===== config.mk =====
export PLATFORM = sky130hd
export DESIGN_NAME = dns_query_answer_rewriter_top
export DESIGN_NICKNAME = d
export VERILOG_FILES = /design/src/rtl/dqar_pkg.sv /design/src/rtl/dqar_front.sv /design/src/rtl/dqar_queue.sv /design/src/rtl/dqar_back.sv /design/src/rtl/dns_query_answer_rewriter_top.sv
export SDC_FILE = /design/constraint.sdc
export NUM_CORES = 1
export LEC_CHECK = 0
export BUFFER_PORTS_ARGS = -buffer_cell sky130_fd_sc_hd__clkbuf_2
export CAP_MARGIN = 30
export CELL_PAD_IN_SITES_DETAIL_PLACEMENT = 0
export CELL_PAD_IN_SITES_GLOBAL_PLACEMENT = 1
export CORE_AREA = 2 2 220 222
export DETAILED_ROUTE_END_ITERATION = 16
export DIE_AREA = 0 0 222 224
export PLACE_DENSITY = 0.52
export SKIP_LAST_GASP = 1
export SYNTH_ARGS = -nofsm -noshare
export SYNTH_HDL_FRONTEND = slang
export SYNTH_HIERARCHICAL = 1
export SYNTH_SLANG_ARGS = --single-unit

===== constraint.sdc =====
create_clock -name clk -period 6.4 [get_ports clk]
set_clock_uncertainty 0.1 [all_clocks]
set_input_delay 0.32 -clock clk [delete_from_list [all_inputs] [get_ports clk]]
set_output_delay 0.32 -clock clk [all_outputs]
set_load 0.01 [all_outputs]

===== src/rtl/dqar_pkg.sv =====
// shared types, codes and constants for the dns query answer rewriter
// no dependencies; used by every module under rtl
package dqar_pkg;

	localparam int MAX_PACKET_BYTES = 512;
	localparam int QUEUE_DEPTH = 4;
	localparam int QPTR_W = $clog2(QUEUE_DEPTH);
	localparam int QCNT_W = $clog2(QUEUE_DEPTH + 1);

	localparam logic [9:0] COUNT_SAT = 10'd1023;
	localparam logic [7:0] LEN_PTR_MASK = 8'hC0;
	localparam logic [15:0] TYPE_A = 16'd1;
	localparam logic [15:0] TYPE_ANY = 16'd255;
	localparam logic [4:0] ANSWER_BYTES = 5'd16;

	localparam logic [1:0] KIND_DATA = 2'd0;
	localparam logic [1:0] KIND_PATCH = 2'd1;
	localparam logic [1:0] KIND_DONE = 2'd2;

	localparam logic [2:0] ST_OK = 3'd0;
	localparam logic [2:0] ST_SHORT = 3'd1;
	localparam logic [2:0] ST_NO_QUESTION = 3'd2;
	localparam logic [2:0] ST_BAD_NAME = 3'd3;
	localparam logic [2:0] ST_TRUNCATED = 3'd4;
	localparam logic [2:0] ST_TOO_BIG = 3'd5;

	localparam logic [8:0] PATCH_OFFSET = 9'd7;

	typedef enum logic [2:0] {
		PH_HEADER = 3'd0,
		PH_LEN = 3'd1,
		PH_LABEL = 3'd2,
		PH_TAIL = 3'd3,
		PH_DONE = 3'd4,
		PH_STOP = 3'd5
	} phase_t;

	typedef enum logic [1:0] {
		STEP_DATA = 2'd0,
		STEP_PATCH = 2'd1,
		STEP_ANS = 2'd2,
		STEP_DONE = 2'd3
	} step_t;

	typedef struct packed {
		logic has_data;
		logic [8:0] data_off;
		logic [7:0] data_val;
		logic has_end;
		logic [2:0] status;
		logic ans;
		logic [9:0] qend;
		logic [9:0] resp_len;
	} job_t;

	function automatic logic [7:0] answer_byte(input logic [3:0] idx, input logic [31:0] addr);
		logic [7:0] v;
		unique case (idx)
			4'd0: v = 8'hC0;
			4'd1: v = 8'h0C;
			4'd3: v = 8'h01;
			4'd5: v = 8'h01;
			4'd9: v = 8'h3C;
			4'd11: v = 8'h04;
			4'd12: v = addr[31:24];
			4'd13: v = addr[23:16];
			4'd14: v = addr[15:8];
			4'd15: v = addr[7:0];
			default: v = 8'h00;
		endcase
		return v;
	endfunction

endpackage


===== src/rtl/dqar_front.sv =====
// front part: accepts query bytes, parses header and first question
// builds at most one job per byte for the queue; uses dqar_pkg
module dqar_front (
	input  logic             clk,
	input  logic             arst_n,
	input  logic             accept,
	input  logic [7:0]       query_byte,
	input  logic             end_of_message,
	output logic             push,
	output dqar_pkg::job_t   job
);

	logic [9:0] byte_count_q;
	dqar_pkg::phase_t phase_q;
	logic [5:0] label_left_q;
	logic chn_q;
	logic [15:0] type_q;
	logic [9:0] qend_q;
	logic [2:0] fault_q;

	dqar_pkg::phase_t ph, ph_n;
	logic [2:0] flt;
	logic [5:0] ll_n;
	logic chn_n;
	logic [15:0] type_n;
	logic [9:0] qend_n;
	logic [9:0] n;
	logic over;
	logic ans_ok;
	logic [10:0] sum;
	logic [7:0] dval;

	always_comb begin
		over = (phase_q == dqar_pkg::PH_LEN || phase_q == dqar_pkg::PH_LABEL ||
			phase_q == dqar_pkg::PH_TAIL) &&
			({1'b0, byte_count_q} >= 11'(dqar_pkg::MAX_PACKET_BYTES));
		ph = over ? dqar_pkg::PH_STOP : phase_q;
		flt = over ? dqar_pkg::ST_TOO_BIG : fault_q;

		dval = query_byte;
		if (byte_count_q == 10'd2)
			dval = 8'h81;
		else if (byte_count_q == 10'd3)
			dval = 8'h80;
		else if (byte_count_q >= 10'd6 && byte_count_q < 10'd12)
			dval = 8'h00;

		ph_n = ph;
		ll_n = label_left_q;
		chn_n = chn_q;
		type_n = type_q;
		qend_n = qend_q;
		unique case (ph)
			dqar_pkg::PH_HEADER: begin
				if (byte_count_q == 10'd4) begin
					chn_n = (query_byte != 8'd0);
				end else if (byte_count_q == 10'd5) begin
					if (!chn_q && query_byte == 8'd0) begin
						flt = dqar_pkg::ST_NO_QUESTION;
						ph_n = dqar_pkg::PH_STOP;
					end
				end else if (byte_count_q == 10'd11) begin
					ph_n = dqar_pkg::PH_LEN;
				end
			end
			dqar_pkg::PH_LEN: begin
				if (query_byte == 8'd0) begin
					ll_n = 6'd4;
					ph_n = dqar_pkg::PH_TAIL;
				end else if ((query_byte & dqar_pkg::LEN_PTR_MASK) != 8'd0) begin
					flt = dqar_pkg::ST_BAD_NAME;
					ph_n = dqar_pkg::PH_STOP;
				end else begin
					ll_n = query_byte[5:0];
					ph_n = dqar_pkg::PH_LABEL;
				end
			end
			dqar_pkg::PH_LABEL: begin
				ll_n = label_left_q - 6'd1;
				if (ll_n == 6'd0)
					ph_n = dqar_pkg::PH_LEN;
			end
			dqar_pkg::PH_TAIL: begin
				if (label_left_q == 6'd4)
					type_n = {query_byte, 8'h00};
				else if (label_left_q == 6'd3)
					type_n = {type_q[15:8], query_byte};
				ll_n = label_left_q - 6'd1;
				if (ll_n == 6'd0) begin
					qend_n = byte_count_q + 10'd1;
					ph_n = dqar_pkg::PH_DONE;
				end
			end
			default: begin
			end
		endcase

		n = (byte_count_q < dqar_pkg::COUNT_SAT) ? byte_count_q + 10'd1 : byte_count_q;

		ans_ok = (type_n == dqar_pkg::TYPE_A) || (type_n == dqar_pkg::TYPE_ANY);
		sum = {1'b0, qend_n} + (ans_ok ? {6'd0, dqar_pkg::ANSWER_BYTES} : 11'd0);

		job.has_data = (ph != dqar_pkg::PH_DONE) && (ph != dqar_pkg::PH_STOP);
		job.data_off = byte_count_q[8:0];
		job.data_val = dval;
		job.has_end = end_of_message;
		job.qend = qend_n;
		job.ans = 1'b0;
		job.resp_len = 10'd0;
		if (n < 10'd12)
			job.status = dqar_pkg::ST_SHORT;
		else if (flt != dqar_pkg::ST_OK)
			job.status = flt;
		else if (ph_n == dqar_pkg::PH_LABEL)
			job.status = dqar_pkg::ST_BAD_NAME;
		else if (ph_n != dqar_pkg::PH_DONE)
			job.status = dqar_pkg::ST_TRUNCATED;
		else if (sum > 11'(dqar_pkg::MAX_PACKET_BYTES))
			job.status = dqar_pkg::ST_TOO_BIG;
		else begin
			job.status = dqar_pkg::ST_OK;
			job.ans = ans_ok;
			job.resp_len = sum[9:0];
		end

		push = accept && (job.has_data || end_of_message);
	end

	always_ff @(posedge clk or negedge arst_n) begin
		if (!arst_n) begin
			byte_count_q <= 10'd0;
			phase_q <= dqar_pkg::PH_HEADER;
			label_left_q <= 6'd0;
			chn_q <= 1'b0;
			type_q <= 16'd0;
			qend_q <= 10'd0;
			fault_q <= dqar_pkg::ST_OK;
		end else if (accept) begin
			if (end_of_message) begin
				byte_count_q <= 10'd0;
				phase_q <= dqar_pkg::PH_HEADER;
				label_left_q <= 6'd0;
				chn_q <= 1'b0;
				type_q <= 16'd0;
				qend_q <= 10'd0;
				fault_q <= dqar_pkg::ST_OK;
			end else begin
				byte_count_q <= n;
				phase_q <= ph_n;
				label_left_q <= ll_n;
				chn_q <= chn_n;
				type_q <= type_n;
				qend_q <= qend_n;
				fault_q <= flt;
			end
		end
	end

endmodule


===== src/rtl/dqar_queue.sv =====
// short job queue between front and back parts
// register array with read and write pointers; uses dqar_pkg
module dqar_queue (
	input  logic             clk,
	input  logic             arst_n,
	input  logic             push,
	input  dqar_pkg::job_t   push_job,
	output logic             full,
	input  logic             pop,
	output logic             empty,
	output dqar_pkg::job_t   head
);

	dqar_pkg::job_t mem_q [dqar_pkg::QUEUE_DEPTH];
	logic [dqar_pkg::QPTR_W-1:0] wr_ptr_q, rd_ptr_q;
	logic [dqar_pkg::QCNT_W-1:0] count_q;

	assign full = (count_q == dqar_pkg::QCNT_W'(dqar_pkg::QUEUE_DEPTH));
	assign empty = (count_q == '0);
	assign head = mem_q[rd_ptr_q];

	always_ff @(posedge clk) begin
		if (push)
			mem_q[wr_ptr_q] <= push_job;
	end

	always_ff @(posedge clk or negedge arst_n) begin
		if (!arst_n) begin
			wr_ptr_q <= '0;
			rd_ptr_q <= '0;
			count_q <= '0;
		end else begin
			if (push)
				wr_ptr_q <= wr_ptr_q + 1'b1;
			if (pop)
				rd_ptr_q <= rd_ptr_q + 1'b1;
			if (push && !pop)
				count_q <= count_q + 1'b1;
			else if (pop && !push)
				count_q <= count_q - 1'b1;
		end
	end

endmodule


===== src/rtl/dqar_back.sv =====
// back part: steps through queued jobs and drives the output register
// data byte if any, then patch, optional answer record and done at message end; uses dqar_pkg
module dqar_back (
	input  logic             clk,
	input  logic             arst_n,
	input  logic             empty,
	input  dqar_pkg::job_t   head,
	output logic             pop,
	input  logic [31:0]      answer_address,
	output logic             out_valid,
	input  logic             out_stall,
	output logic [1:0]       kind,
	output logic [8:0]       byte_offset,
	output logic [7:0]       byte_value,
	output logic [2:0]       status,
	output logic [9:0]       response_length,
	output logic             final_res
);

	dqar_pkg::step_t step_q, cur_step, step_n;
	logic mid_q;
	logic [3:0] ans_idx_q;
	logic fire;
	logic [1:0] kind_n;
	logic [8:0] off_n;
	logic [7:0] val_n;

	always_comb begin
		cur_step = mid_q ? step_q :
			(head.has_data ? dqar_pkg::STEP_DATA : dqar_pkg::STEP_PATCH);
		fire = !empty && (!out_valid || !out_stall);
		pop = 1'b0;
		step_n = cur_step;
		kind_n = dqar_pkg::KIND_DATA;
		off_n = head.data_off;
		val_n = head.data_val;
		unique case (cur_step)
			dqar_pkg::STEP_DATA: begin
				if (head.has_end)
					step_n = dqar_pkg::STEP_PATCH;
				else
					pop = fire;
			end
			dqar_pkg::STEP_PATCH: begin
				kind_n = dqar_pkg::KIND_PATCH;
				off_n = dqar_pkg::PATCH_OFFSET;
				val_n = {7'd0, head.ans};
				step_n = head.ans ? dqar_pkg::STEP_ANS : dqar_pkg::STEP_DONE;
			end
			dqar_pkg::STEP_ANS: begin
				off_n = head.qend[8:0] + {5'd0, ans_idx_q};
				val_n = dqar_pkg::answer_byte(ans_idx_q, answer_address);
				if (ans_idx_q == 4'hF)
					step_n = dqar_pkg::STEP_DONE;
			end
			dqar_pkg::STEP_DONE: begin
				kind_n = dqar_pkg::KIND_DONE;
				off_n = 9'd0;
				val_n = 8'd0;
				pop = fire;
			end
			default: begin
			end
		endcase
	end

	always_ff @(posedge clk or negedge arst_n) begin
		if (!arst_n) begin
			step_q <= dqar_pkg::STEP_DATA;
			mid_q <= 1'b0;
			ans_idx_q <= 4'd0;
			out_valid <= 1'b0;
		end else begin
			if (fire) begin
				out_valid <= 1'b1;
				mid_q <= !pop;
				step_q <= step_n;
				if (cur_step == dqar_pkg::STEP_ANS)
					ans_idx_q <= ans_idx_q + 4'd1;
				else
					ans_idx_q <= 4'd0;
			end else if (!out_stall) begin
				out_valid <= 1'b0;
			end
		end
	end

	always_ff @(posedge clk) begin
		if (fire) begin
			kind <= kind_n;
			byte_offset <= off_n;
			byte_value <= val_n;
			final_res <= (cur_step == dqar_pkg::STEP_DONE);
			status <= (cur_step == dqar_pkg::STEP_DONE) ? head.status : dqar_pkg::ST_OK;
			response_length <= (cur_step == dqar_pkg::STEP_DONE) ? head.resp_len : 10'd0;
		end
	end

endmodule


===== src/rtl/dns_query_answer_rewriter_top.sv =====
// top level of the dns query answer rewriter
// holds the answer address register; uses dqar_pkg, dqar_front, dqar_queue, dqar_back
//
// input channel: one query byte per item (query_byte, end_of_message),
// in_valid / in_stall. output channel: result items (kind, byte_offset,
// byte_value, status, response_length, final_res), out_valid / out_stall.
// cfg_we with cfg_wdata writes the answer address; the user must write
// it only while idle, the block does not enforce this. the front parser
// takes one byte per cycle while the queue is not full; each byte gives
// at most one data item, via the job queue and the output register.
// the last byte of a message adds a patch, an optional 16-byte answer
// record and a done item; a 4-entry job queue absorbs this and in_stall
// rises only when the queue is full. a stalled output holds its item
// while the front keeps filling the queue. reset clears the parser, the
// queue pointers, the output valid flag and the answer address.
module dns_query_answer_rewriter_top (
	input  logic        clk,
	input  logic        arst_n,
	input  logic        in_valid,
	output logic        in_stall,
	input  logic [7:0]  query_byte,
	input  logic        end_of_message,
	input  logic        cfg_we,
	input  logic [31:0] cfg_wdata,
	output logic        out_valid,
	input  logic        out_stall,
	output logic [1:0]  kind,
	output logic [8:0]  byte_offset,
	output logic [7:0]  byte_value,
	output logic [2:0]  status,
	output logic [9:0]  response_length,
	output logic        final_res
);

	logic [31:0] answer_address_q;
	logic push, full, pop, empty;
	dqar_pkg::job_t push_job, head;

	always_ff @(posedge clk or negedge arst_n) begin
		if (!arst_n)
			answer_address_q <= 32'd0;
		else if (cfg_we)
			answer_address_q <= cfg_wdata;
	end

	assign in_stall = full;

	dqar_front u_front (
		.clk(clk),
		.arst_n(arst_n),
		.accept(in_valid && !full),
		.query_byte(query_byte),
		.end_of_message(end_of_message),
		.push(push),
		.job(push_job)
	);

	dqar_queue u_queue (
		.clk(clk),
		.arst_n(arst_n),
		.push(push),
		.push_job(push_job),
		.full(full),
		.pop(pop),
		.empty(empty),
		.head(head)
	);

	dqar_back u_back (
		.clk(clk),
		.arst_n(arst_n),
		.empty(empty),
		.head(head),
		.pop(pop),
		.answer_address(answer_address_q),
		.out_valid(out_valid),
		.out_stall(out_stall),
		.kind(kind),
		.byte_offset(byte_offset),
		.byte_value(byte_value),
		.status(status),
		.response_length(response_length),
		.final_res(final_res)
	);

	a_final_is_done: assert property (@(posedge clk) disable iff (!arst_n)
		out_valid |-> (final_res == (kind == dqar_pkg::KIND_DONE)))
		else $error("final flag and done kind disagree");

	a_data_no_summary: assert property (@(posedge clk) disable iff (!arst_n)
		out_valid && kind != dqar_pkg::KIND_DONE |-> status == dqar_pkg::ST_OK &&
			response_length == 10'd0)
		else $error("summary fields set on a non-done item");

	a_stall_after_push: assert property (@(posedge clk) disable iff (!arst_n)
		$rose(in_stall) |-> $past(in_valid))
		else $error("queue filled without an accepted item");

	a_patch_followed: assert property (@(posedge clk) disable iff (!arst_n)
		out_valid && !out_stall && kind == dqar_pkg::KIND_PATCH |=> out_valid)
		else $error("patch not followed by answer or done");

endmodule


==> summary.md, run 1 <==
| Metric | Value |
|---|---|
| Status | finished clean |
| Worst Path Arrival | 5.67 ns |
| Syn nets | 1073 |
| Maxcap violations | 0 |
| Post-Syn Area per Cell | 14.0 sq um |
| Skew-Pair Late Insertion Delay | 0.54 ns |
| Final number of hold-violating endpoints | 0 |
| Area grow syn2layout | 17.4% |
| Worst-path clk slew | 0.06 ns |
| Antenna cells | 0 |
| CTS Buf Count | 37 |
| Finish-stage setup viols | 0 |
| Max incr delay on CP | 0.66 ns |
| VDD IR-drop max | 0.163 mV |
| PortBufs | 80 |
| GRT Overall Usage | 0.139 |
| CP Data Required Time | 6.59 ns |
| TNS Setup | 0 ns |
| Global-route wire length before repair | 53300 um |
| Total wire length | 33800 um |
| Synth warnings | 6 |
| Slew HR | 0.392 |
| Post-detail-place hpwl | 21700 um |
| Initial antenna violation count | 0 |
| CTS Buffer Depth | 3 |
| Initial core utilization | 0.295 |
| Largest net degree at the start of global routing | 65 |
| Max-slew violations | 0 |
| Hold WC Path Type | input pin to flop |
| Die ar. | 49700 sq um |
| Worst-margin pin slew | 0.912 ns |
| Vias in the first global route | 8924 |
| DRC Markers | 0 |
| CTS H-Tree Depth | 2 |
| CP startpoint kind | flop |
| Die Y | 224 um |
| Synth Instances | 997 |
| Pwr Density | 413 nW/um^2 |
| Lkg Pwr | 6.15 nW |
| CP max-delay cell | nor3b_2 |
| Root buf cell | clkbuf_16 |
| Cell mode on critical path | and3_1 |
| # IOs | 81 |
| Layout net count | 1177 |
| Crit end category | flop |
| Power after layout | 0.00678 W |
| Die X | 222 um |
| GP Congestion | 0.792 |
| Fmax | 0.183 GHz |
| Pre-antenna DRT Iters | 5 |
| Vias/cell | 4.88 |
| Number of DRC markers in iteration 0 | 624 |
| RSZ-0062 raised after global routing | false |
| Fin crit share | 0.855 |
| Share of cells above drive strength 1 | 0.233 |
| # rows | 80 |
| CTS tree | yes |
| Core area | 47300 sq um |
| Cell Area, Synth | 14000 sq um |
| Routed len/inst | 19.4 um |
| Worst Path Max Fanout | 11 |
| Critical path type | flop to flop |
| Clk sinks | 296 |
| ANT nets after route | 0 |
| Min Tclk post-route | 5.47 ns |
| Cell Chain, Critical Path | nor3b_2 > and3_1 > nand3b_1 > mux2i_1 > or4_1 > a2111oi_1 > buf_4 > ha_1 > and3_1 > o41a_1 > a41o_1 > xnor2_1 > nand4b_1 > o211ai_4 > nand4_4 > nor3_1 |
| GRT overflow | 0 |
| Total number of vias | 8514 |
[timing repair]
item                      4_1_cts  5_1_grt
hold buffers                   35        0
buffers inserted                0        0
hold endpoints to repair       66        0
resized for setup               0        0
[worst paths after layout]
kind,depth (start not counted),start,slack (ns),end
max,16,u_front/byte_count_q[9]$_DFFE_PN0P_,0.93,u_queue/mem_q[2][8]$_DFFE_PP_
min,2,query_byte[1],0.04,u_front/type_q[9]$_DFFE_PN0P_
max reg2reg,16,u_front/byte_count_q[9]$_DFFE_PN0P_,0.93,u_queue/mem_q[2][8]$_DFFE_PP_
min reg2reg,1,u_queue/count_q[2]$_DFFE_PN0P_,0.38,u_queue/count_q[2]$_DFFE_PN0P_
max in group asynchronous,4,arst_n,5.11,u_front/type_q[13]$_DFFE_PN0P_
min in group asynchronous,2,arst_n,0.16,answer_address_q[0]$_DFFE_PN0P_
[cell type report]
cell class | instances | area, sq um
well taps | 615 | 769
flip-flops and latches | 296 | 8410
clock inverters | 22 | 204
multi-input cells | 583 | 4900
fillers | 4550 | 31000
repair buffers | 130 | 898
inverters | 53 | 199
clock buffers | 46 | 1010
[cell usage in the layout, fill, tap and decap left out, types with 6 or more instances in the layout]
cell,n
nor3_1,29
nand2_1,56
nor2_1,35
o21ai_0,58
mux2i_1,9
edfxtp_1,200
mux2_4,30
a31o_2,8
dlygate4sd3_1,35
o31ai_1,6
a31oi_1,7
buf_4,14
ha_1,28
a21oi_1,42
and2_1,21
clkinv_1,7
xnor2_1,13
clkbuf_1,6
clkbuf_2,79
clkbuf_16,39
inv_1,52
dfrtp_1,94
a22o_1,17
o22ai_1,15
a222oi_1,6
mux4_2,37
and3_1,9
nand3_1,21
xor2_1,9
nor4_1,10
nand2b_1,11
[worst max-delay path, delay by kind of cell (launching register included)]
family | cells | cell delay [ns]
DFF | 1 | 0.49
and+or+nand+nor | 8 | 2.89
buffers and inverters | 1 | 0.21
adders and majority gates | 1 | 0.20
muxes | 1 | 0.25
AOI/OAI and AO/OA | 4 | 0.86
xor gates and xnor gates | 1 | 0.20
[per-layer routing]
layer	part of all wire	up-vias	GRT usage
met1	0.47	4342	0.189
li1	-	4001	-
met2	0.47	126	0.225
met5	0	-	0
met4	0.018	0	0.0384
met3	0.037	45	0.0278
[metrics by stage]
stage          instances  hold WS (ns)  utilization  instance area (sq um)  setup WS (ns)
2_1_floorplan        997       -0.0756            -                  14000           2.04
3_3_place_gp        1640         0.210        0.312                  14800           1.23
3_5_place_dp        1641         0.204        0.313                  14800          0.932
4_1_cts             1744        0.0124        0.346                  16400          0.905
5_1_grt             1745        0.0130        0.346                  16400          0.408
6_report            1745        0.0397        0.346                  16400          0.928
[power breakdown]
group          leakage, nW  switching (W)  internal, W  total [W]
clock                0.586       0.000820      0.00125    0.00207
sequential            3.10       0.000188      0.00256    0.00275
combinational         2.46        0.00117     0.000781    0.00195
[state kept, by name, summed over array words and instances, names as in the netlist, 4 cells and up]
signal	cells
u_back/byte_value	8
u_front/label_left_q	6
u_front/byte_count_q	10
u_back/byte_offset	9
u_queue/mem_q	168
answer_address_q	32
u_back/ans_idx_q	4
u_front/qend_q	10
u_back/response_length	10
u_front/type_q	16
(Power assumes the default switching activity.)
==> run 2: changes to the inputs <==
CORE_AREA = 2 2 164 166   (was 2 2 220 222)
DIE_AREA = 0 0 166 168   (was 0 0 222 224)
PLACE_DENSITY = 0.85   (was 0.52)
==> run 2 against run 1 <==
Cell count down 16%; setup slack better by 0.11 ns; non-clock buffer count down 1; critical path depth down 1; die area down 44%; largest cell class unchanged.
==> summary.md, run 2 (same netlist as run 1, synthesis figures left out) <==
| Metric | Value |
|---|---|
| Total number of vias | 8686 (was 8514) |
| Largest net degree at the start of global routing | 55 (was 65) |
| Initial core utilization | 0.530 (was 0.295) |
| Max-slew violations | 0 (unchanged) |
| Routed len/inst | 21.0 um (was 19.4 um) |
| Area grow syn2layout | 14.0% (was 17.4%) |
| CTS Buf Count | 31 (was 37) |
| CTS H-Tree Depth | 1 (was 2) |
| GRT Overall Usage | 0.217 (was 0.139) |
| Worst path bufs/invs | 0 (was 1) |
| Largest regs | u_queue/mem_q x168, answer_address_q x32, u_front/type_q x16 (unchanged) |
| Share of cells above drive strength 1 | 0.226 (was 0.233) |
| Initial antenna violation count | 0 (unchanged) |
| Critical path type | flop to flop (unchanged) |
| Skew-Pair Late Insertion Delay | 0.58 ns (was 0.54 ns) |
| Top delay family on crit path | simple AND/OR/NAND/NOR gates (unchanged) |
| Hold WC Path Type | input pin to flop (unchanged) |
| Pwr Density | 414 nW/um^2 (was 413 nW/um^2) |
| Pre-antenna DRT Iters | 5 (unchanged) |
| Commonest non-fill, non-tap cell in the layout | edfxtp_1 (unchanged) |
| Global-route wire length before repair | 47900 um (was 53300 um) |
| Worst-path clk slew | 0.06 ns (about the same) |
| Fmax | 0.186 GHz (was 0.183 GHz) |
| Crit end category | flop (unchanged) |
| CTS tree | yes (unchanged) |
| Lkg Pwr | 6.09 nW (was 6.15 nW) |
| Die X | 166 um (was 222 um) |
| Power after layout | 0.00659 W (was 0.00678 W) |
| CP max-delay cell | nor3b_2 (unchanged) |
| TNS Setup | 0 ns (unchanged) |
| Maxcap violations | 0 (unchanged) |
| Core area | 26400 sq um (was 47300 sq um) |
| RSZ-0062 raised after global routing | false (unchanged) |
| Min Tclk post-route | 5.37 ns (was 5.47 ns) |
| ANT nets after route | 0 (unchanged) |
| CTS-repair resized insts | 0 (unchanged) |
| GRT overflow | 0 (unchanged) |
| Finish-stage setup viols | 0 (unchanged) |
| Die ar. | 27900 sq um (was 49700 sq um) |
| Placed cells | 1366 (was 1641) |
| Filler cells | 1917 (was 4550) |
| CTS Buffer Depth | 3 (unchanged) |
| Slew HR | 0.382 (was 0.392) |
| Vias/cell | 5.95 (was 4.88) |
| Vias in the first global route | 8410 (was 8924) |
| Antenna cells | 0 (unchanged) |
| Number of DRC markers in iteration 0 | 891 (was 624) |
| Post-detail-place hpwl | 19600 um (was 21700 um) |
| Root buf cell | clkbuf_16 (unchanged) |
| Max reg flops | 168 (unchanged) |
| Post-layout util | 0.604 (was 0.346) |
| Worst Path Arrival | 5.58 ns (was 5.67 ns) |
| # rows | 60 (was 80) |
| CP Data Required Time | 6.61 ns (was 6.59 ns) |
| Layout net count | 1170 (was 1177) |
| Final number of hold-violating endpoints | 0 (unchanged) |
| DRC Markers | 0 (unchanged) |
| Post-CTS setup buffer count | 0 (unchanged) |
| VDD IR-drop max | 0.451 mV (was 0.163 mV) |
| Top reg by flops | u_queue/mem_q (unchanged) |
| Total wire length | 30700 um (was 33800 um) |
| Status | finished clean (unchanged) |
| Worst-margin pin slew | 0.928 ns (was 0.912 ns) |
| PortBufs | 80 (unchanged) |
| Cell Chain, Critical Path | nor3b_2 > and3_1 > nand3b_1 > mux2i_1 > or4_1 > a2111oi_1 > ha_1 > and3_1 > o41a_1 > a41o_1 > xnor2_1 > nand4b_1 > o211ai_4 > nand4_4 > nor3_1 (was nor3b_2 > and3_1 > nand3b_1 > mux2i_1 > or4_1 > a2111oi_1 > buf_4 > ha_1 > and3_1 > o41a_1 > a41o_1 > xnor2_1 > nand4b_1 > o211ai_4 > nand4_4 > nor3_1) |
| CP startpoint kind | flop (unchanged) |
| Worst Path Max Fanout | 11 (unchanged) |
| GP Congestion | 0.844 (was 0.792) |
| Clk sinks | 296 (unchanged) |
| Final non-filler cell total | 1460 (was 1745) |
| # IOs | 81 (unchanged) |
| Commonest cells after routing, fill and taps aside | edfxtp_1 (200), dfrtp_1 (95), clkbuf_2 (79), o21ai_0 (58), nand2_1 (56) (was edfxtp_1 (200), dfrtp_1 (94), clkbuf_2 (79), o21ai_0 (58), nand2_1 (56)) |
| Hold slack | 0.0135 ns (was 0.0397 ns) |
| Cell mode on critical path | and3_1 (unchanged) |
| Max incr delay on CP | 0.57 ns (was 0.66 ns) |
| Die Y | 168 um (was 224 um) |
| Fin crit share | 0.838 (was 0.855) |
[run 2: metrics by stage]
| stage | worst slack [ns] | cell area [sq um] |
|---|---|---|
| 2_1_floorplan | 2.04 | 14000 |
| 5_1_grt | 0.631 | 15900 |
| 3_5_place_dp | 1.10 | 14400 |
| 6_report | 1.03 | 15900 |
| 3_3_place_gp | 1.33 | 14400 |
| 4_1_cts | 1.05 | 15900 |
[run 2: worst paths after layout]
kind	from	endpoint	slack, ns	depth (start not counted)
worst max-delay path	u_front/byte_count_q[9]$_DFFE_PN0P_	u_queue/mem_q[0][9]$_DFFE_PP_	1.03	15
worst max register to register	u_front/byte_count_q[9]$_DFFE_PN0P_	u_queue/mem_q[0][9]$_DFFE_PP_	1.03	15
max in group asynchronous	arst_n	u_front/label_left_q[1]$_DFFE_PN0P_	4.84	3
worst min-delay path	query_byte[7]	u_front/type_q[15]$_DFFE_PN0P_	0.01	2
worst min register to register	u_queue/count_q[2]$_DFFE_PN0P_	u_queue/count_q[2]$_DFFE_PN0P_	0.39	1
min in group asynchronous	arst_n	u_back/out_valid$_DFFE_PN0P_	0.17	2
[run 2: layout make-up]
| cell class | count | area, sq um | share of cell area |
|---|---|---|---|
| Multi-Input combinational cell | 583 | 4900 | 0.308 |
| Clock inverter | 17 | 235 | 0.0148 |
| Timing Repair Buffer | 129 | 873 | 0.0549 |
| Inverter | 53 | 199 | 0.0125 |
| Tap cell | 341 | 427 | 0.0268 |
| Clock buffer | 41 | 877 | 0.0551 |
| Sequential cell | 296 | 8410 | 0.528 |
[run 2: per-layer routing]
metal	GRT usage	vias to the layer above	share of wire	wire length (um)
met5	0	-	0	0
met4	0.0529	0	0.022	675
met3	0.0256	48	0.054	1650
met2	0.359	321	0.49	15000
met1	0.311	4336	0.44	13400
li1	-	3981	-	-
[run 2: worst register-to-register path, cell delays in order, from the launching register on]
cell and delay (ns):
dfrtp_1 0.50, nor3b_2 0.57, and3_1 0.26, nand3b_1 0.34
mux2i_1 0.25, or4_1 0.54, a2111oi_1 0.53, ha_1 0.29
and3_1 0.17, o41a_1 0.14, a41o_1 0.18, xnor2_1 0.19
nand4b_1 0.21, o211ai_4 0.16, nand4_4 0.20, nor3_1 0.48
[run 2: power breakdown]
part | total, W | internal (W) | switching, W
Combinational | 0.00192 | 0.000782 | 0.00113
Sequential | 0.00276 | 0.00256 | 0.000198
Clock | 0.00192 | 0.00117 | 0.000747
[run 2: timing repair]
action                     CTS  global route
hold endpoints to repair    77             0
hold buffers                36             0
setup endpoints to repair    0             0
==> run 3: changes to the inputs <==
CORE_AREA = 2 2 170 172   (was 2 2 164 166)
DIE_AREA = 0 0 172 174   (was 0 0 166 168)
PLACE_DENSITY = 0.8   (was 0.85)
clock period = 5 ns   (was 6.4 ns; I/O delays follow)
==> run 3 against run 2 <==
Critical path depth is 1 lower; via count is 0.54% lower; total power is 24% higher; clock power is 12% higher; largest cell class unchanged.
==> summary.md, run 3 (same netlist as run 1, synthesis figures left out) <==
| Metric | Value |
|---|---|
| Top reg by flops | u_queue/mem_q (unchanged) |
| Clk sinks | 296 (unchanged) |
| GRT overflow | 0 (unchanged) |
| Status | finished clean (unchanged) |
| Antenna cells | 0 (unchanged) |
| Max-slew violations | 0 (unchanged) |
| # IOs | 81 (unchanged) |
| CP startpoint kind | flop (unchanged) |
| Top delay family on crit path | simple AND/OR/NAND/NOR gates (unchanged) |
| Largest net degree at the start of global routing | 53 (was 55) |
| Fmax | 0.217 GHz (was 0.186 GHz) |
| CTS tree | yes (unchanged) |
| Max incr delay on CP | 0.52 ns (was 0.57 ns) |
| Core area | 28200 sq um (was 26400 sq um) |
| Pre-antenna DRT Iters | 6 (was 5) |
| CTS H-Tree Depth | 1 (unchanged) |
| DP Area | 14600 sq um (was 14400 sq um) |
| CP max-delay cell | dfrtp_1 (was nor3b_2) |
| Die Y | 174 um (was 168 um) |
| Worst-margin pin slew | 1.02 ns (was 0.928 ns) |
| Maxcap violations | 0 (unchanged) |
| Crit end category | flop (unchanged) |
| Cell mode on critical path | ha_1 (was and3_1) |
| CTS Buffer Depth | 3 (unchanged) |
| Number of DRC markers in iteration 0 | 988 (was 891) |
| Cell Chain, Critical Path | inv_1 > ha_1 > or2_1 > o32a_4 > nor4_4 > buf_4 > nand2_1 > o21ai_0 > ha_1 > nor3_1 > nand4b_1 > o211ai_4 > nand4_4 > nor3_2 (was nor3b_2 > and3_1 > nand3b_1 > mux2i_1 > or4_1 > a2111oi_1 > ha_1 > and3_1 > o41a_1 > a41o_1 > xnor2_1 > nand4b_1 > o211ai_4 > nand4_4 > nor3_1) |
| Die X | 172 um (was 166 um) |
| Largest regs | u_queue/mem_q x168, answer_address_q x32, u_front/type_q x16 (unchanged) |
| Vias in the first global route | 8601 (was 8410) |
| RSZ-0062 raised after global routing | false (unchanged) |
| Layout net count | 1187 (was 1170) |
| Fin crit share | 0.922 (was 0.838) |
| Global-route wire length before repair | 48100 um (was 47900 um) |
| Initial core utilization | 0.495 (was 0.530) |
| VDD IR-drop max | 0.307 mV (was 0.451 mV) |
| PortBufs | 80 (unchanged) |
| PnR worst setup slack | 0.391 ns (was 1.03 ns) |
| Die ar. | 29900 sq um (was 27900 sq um) |
| # rows | 62 (was 60) |
| Share of cells above drive strength 1 | 0.239 (was 0.226) |
| Skew-Pair Late Insertion Delay | 0.54 ns (was 0.58 ns) |
| GP Congestion | 0.802 (was 0.844) |
| Routed len/inst | 20.0 um (was 21.0 um) |
| Commonest cells after routing, fill and taps aside | edfxtp_1 (200), dfrtp_1 (94), clkbuf_2 (79), o21ai_0 (58), nand2_1 (56) (was edfxtp_1 (200), dfrtp_1 (95), clkbuf_2 (79), o21ai_0 (58), nand2_1 (56)) |
| Vias/cell | 5.69 (was 5.95) |
| Critical path type | flop to flop (unchanged) |
| Area grow syn2layout | 14.7% (was 14.0%) |
| Post-layout util | 0.567 (was 0.604) |
| Root buf cell | clkbuf_16 (unchanged) |
| Pwr Density | 509 nW/um^2 (was 414 nW/um^2) |
| Hold WC Path Type | input pin to flop (unchanged) |
| Total number of vias | 8639 (was 8686) |
| Total wire length | 30300 um (was 30700 um) |
| Lkg Pwr | 6.12 nW (was 6.09 nW) |
| Worst slack, placed | -0.0384 ns (was 1.10 ns) |
| Worst Path Arrival | 4.85 ns (was 5.58 ns) |
| ANT nets after route | 0 (unchanged) |
| Min Tclk post-route | 4.61 ns (was 5.37 ns) |
| Final Cell Area | 16000 sq um (was 15900 sq um) |
| CTS Buf Count | 31 (unchanged) |
| Finish-stage setup viols | 0 (unchanged) |
| Max reg flops | 168 (unchanged) |
| GRT Overall Usage | 0.205 (was 0.217) |
| Post-detail-place hpwl | 20100 um (was 19600 um) |
| Commonest non-fill, non-tap cell in the layout | edfxtp_1 (unchanged) |
| Slew HR | 0.317 (was 0.382) |
| Final number of hold-violating endpoints | 0 (unchanged) |
| Worst-path clk slew | 0.06 ns (about the same) |
| Worst path bufs/invs | 2 (was 0) |
| DRC Markers | 0 (unchanged) |
| Filler cells | 2251 (was 1917) |
| Initial antenna violation count | 0 (unchanged) |
| CP Data Required Time | 5.24 ns (was 6.61 ns) |
| Worst Path Max Fanout | 14 (was 11) |
[run 3: cell types whose count changed in the layout (fill, tap and decap cells not counted), moves of 2 or more]
cell,previous run,this run
clkbuf_1,7,4
dlygate4sd3_1,36,42
clkbuf_8,0,2
clkinv_2,4,7
nor3_2,3,10
bufinv_16,5,2
buf_4,13,24
clkinvlp_4,1,3
clkinv_4,3,0
clkinv_1,3,8
nor3_1,29,21
clkbuf_16,34,31
[run 3: what timing repair did]
action / CTS / global route
setup buffers: 2 / 0
hold endpoints to repair: 89 / 0
resized for setup: 0 / 10
pin swaps: 1 / 0
hold buffers: 42 / 0
endpoints found under the setup margin: 28 / 48
cloned: 0 / 0
[run 3: metrics by stage]
| step | hold slack, ns | cells | TNS [ns] | power, W |
|---|---|---|---|---|
| 3_5_place_dp | 0.188 | 1418 | -0.424 | 0.00603 |
| 2_1_floorplan | -0.146 | 997 | 0 | 0.00534 |
| 3_3_place_gp | 0.194 | 1417 | 0 | 0.00598 |
| 4_1_cts | 0.0163 | 1519 | 0 | 0.00822 |
| 6_report | 0.0408 | 1519 | 0 | 0.00815 |
| 5_1_grt | 0.0395 | 1519 | 0 | 0.00860 |
[run 3: where the power goes]
part	internal, W	switching, W	total [W]
Sequential	0.00328	0.000214	0.00349
Combinational	0.00102	0.00149	0.00251
Clock	0.00126	0.000895	0.00215
[run 3: worst reg2reg max path, cell delays in order, from the launching register on]
cell and delay [ns]:
dfrtp_1 0.52, inv_1 0.11, ha_1 0.27, or2_1 0.27, o32a_4 0.34, nor4_4 0.46
buf_4 0.30, nand2_1 0.06, o21ai_0 0.31, ha_1 0.37, nor3_1 0.31, nand4b_1 0.21
o211ai_4 0.15, nand4_4 0.25, nor3_2 0.36
[run 3: layout make-up]
type / count / area [sq um] / share of cell area
flip-flops and latches: 296 / 8410 / 0.525
multi-input cells: 583 / 4950 / 0.309
repair buffers: 146 / 1020 / 0.0634
clock buffers: 37 / 818 / 0.0511
well taps: 384 / 480 / 0.0300
inverters: 53 / 199 / 0.0124
clock inverters: 20 / 148 / 0.00922
[run 3: worst paths after layout]
| check | slack, ns | start | end | cells after the start |
|---|---|---|---|---|
| worst max-delay path | 0.39 | u_front/label_left_q[0]$_DFFE_PN0P_ | u_queue/mem_q[2][9]$_DFFE_PP_ | 14 |
| worst min-delay path | 0.04 | cfg_we | answer_address_q[12]$_DFFE_PN0P_ | 2 |
| worst max register to register | 0.39 | u_front/label_left_q[0]$_DFFE_PN0P_ | u_queue/mem_q[2][9]$_DFFE_PP_ | 14 |
| worst min register to register | 0.38 | u_queue/count_q[2]$_DFFE_PN0P_ | u_queue/count_q[2]$_DFFE_PN0P_ | 1 |
| max in group asynchronous | 3.50 | arst_n | u_front/qend_q[5]$_DFFE_PN0P_ | 3 |
| min in group asynchronous | 0.14 | arst_n | u_queue/wr_ptr_q[1]$_DFFE_PN0P_ | 2 |
[run 3: metal layers]
metal	track usage	wire length, um	vias to the layer above
met1	0.294	13600	4327
met3	0.0282	1590	38
met5	0	0	-
li1	-	-	4019
met2	0.338	14800	255
met4	0.0396	371	0
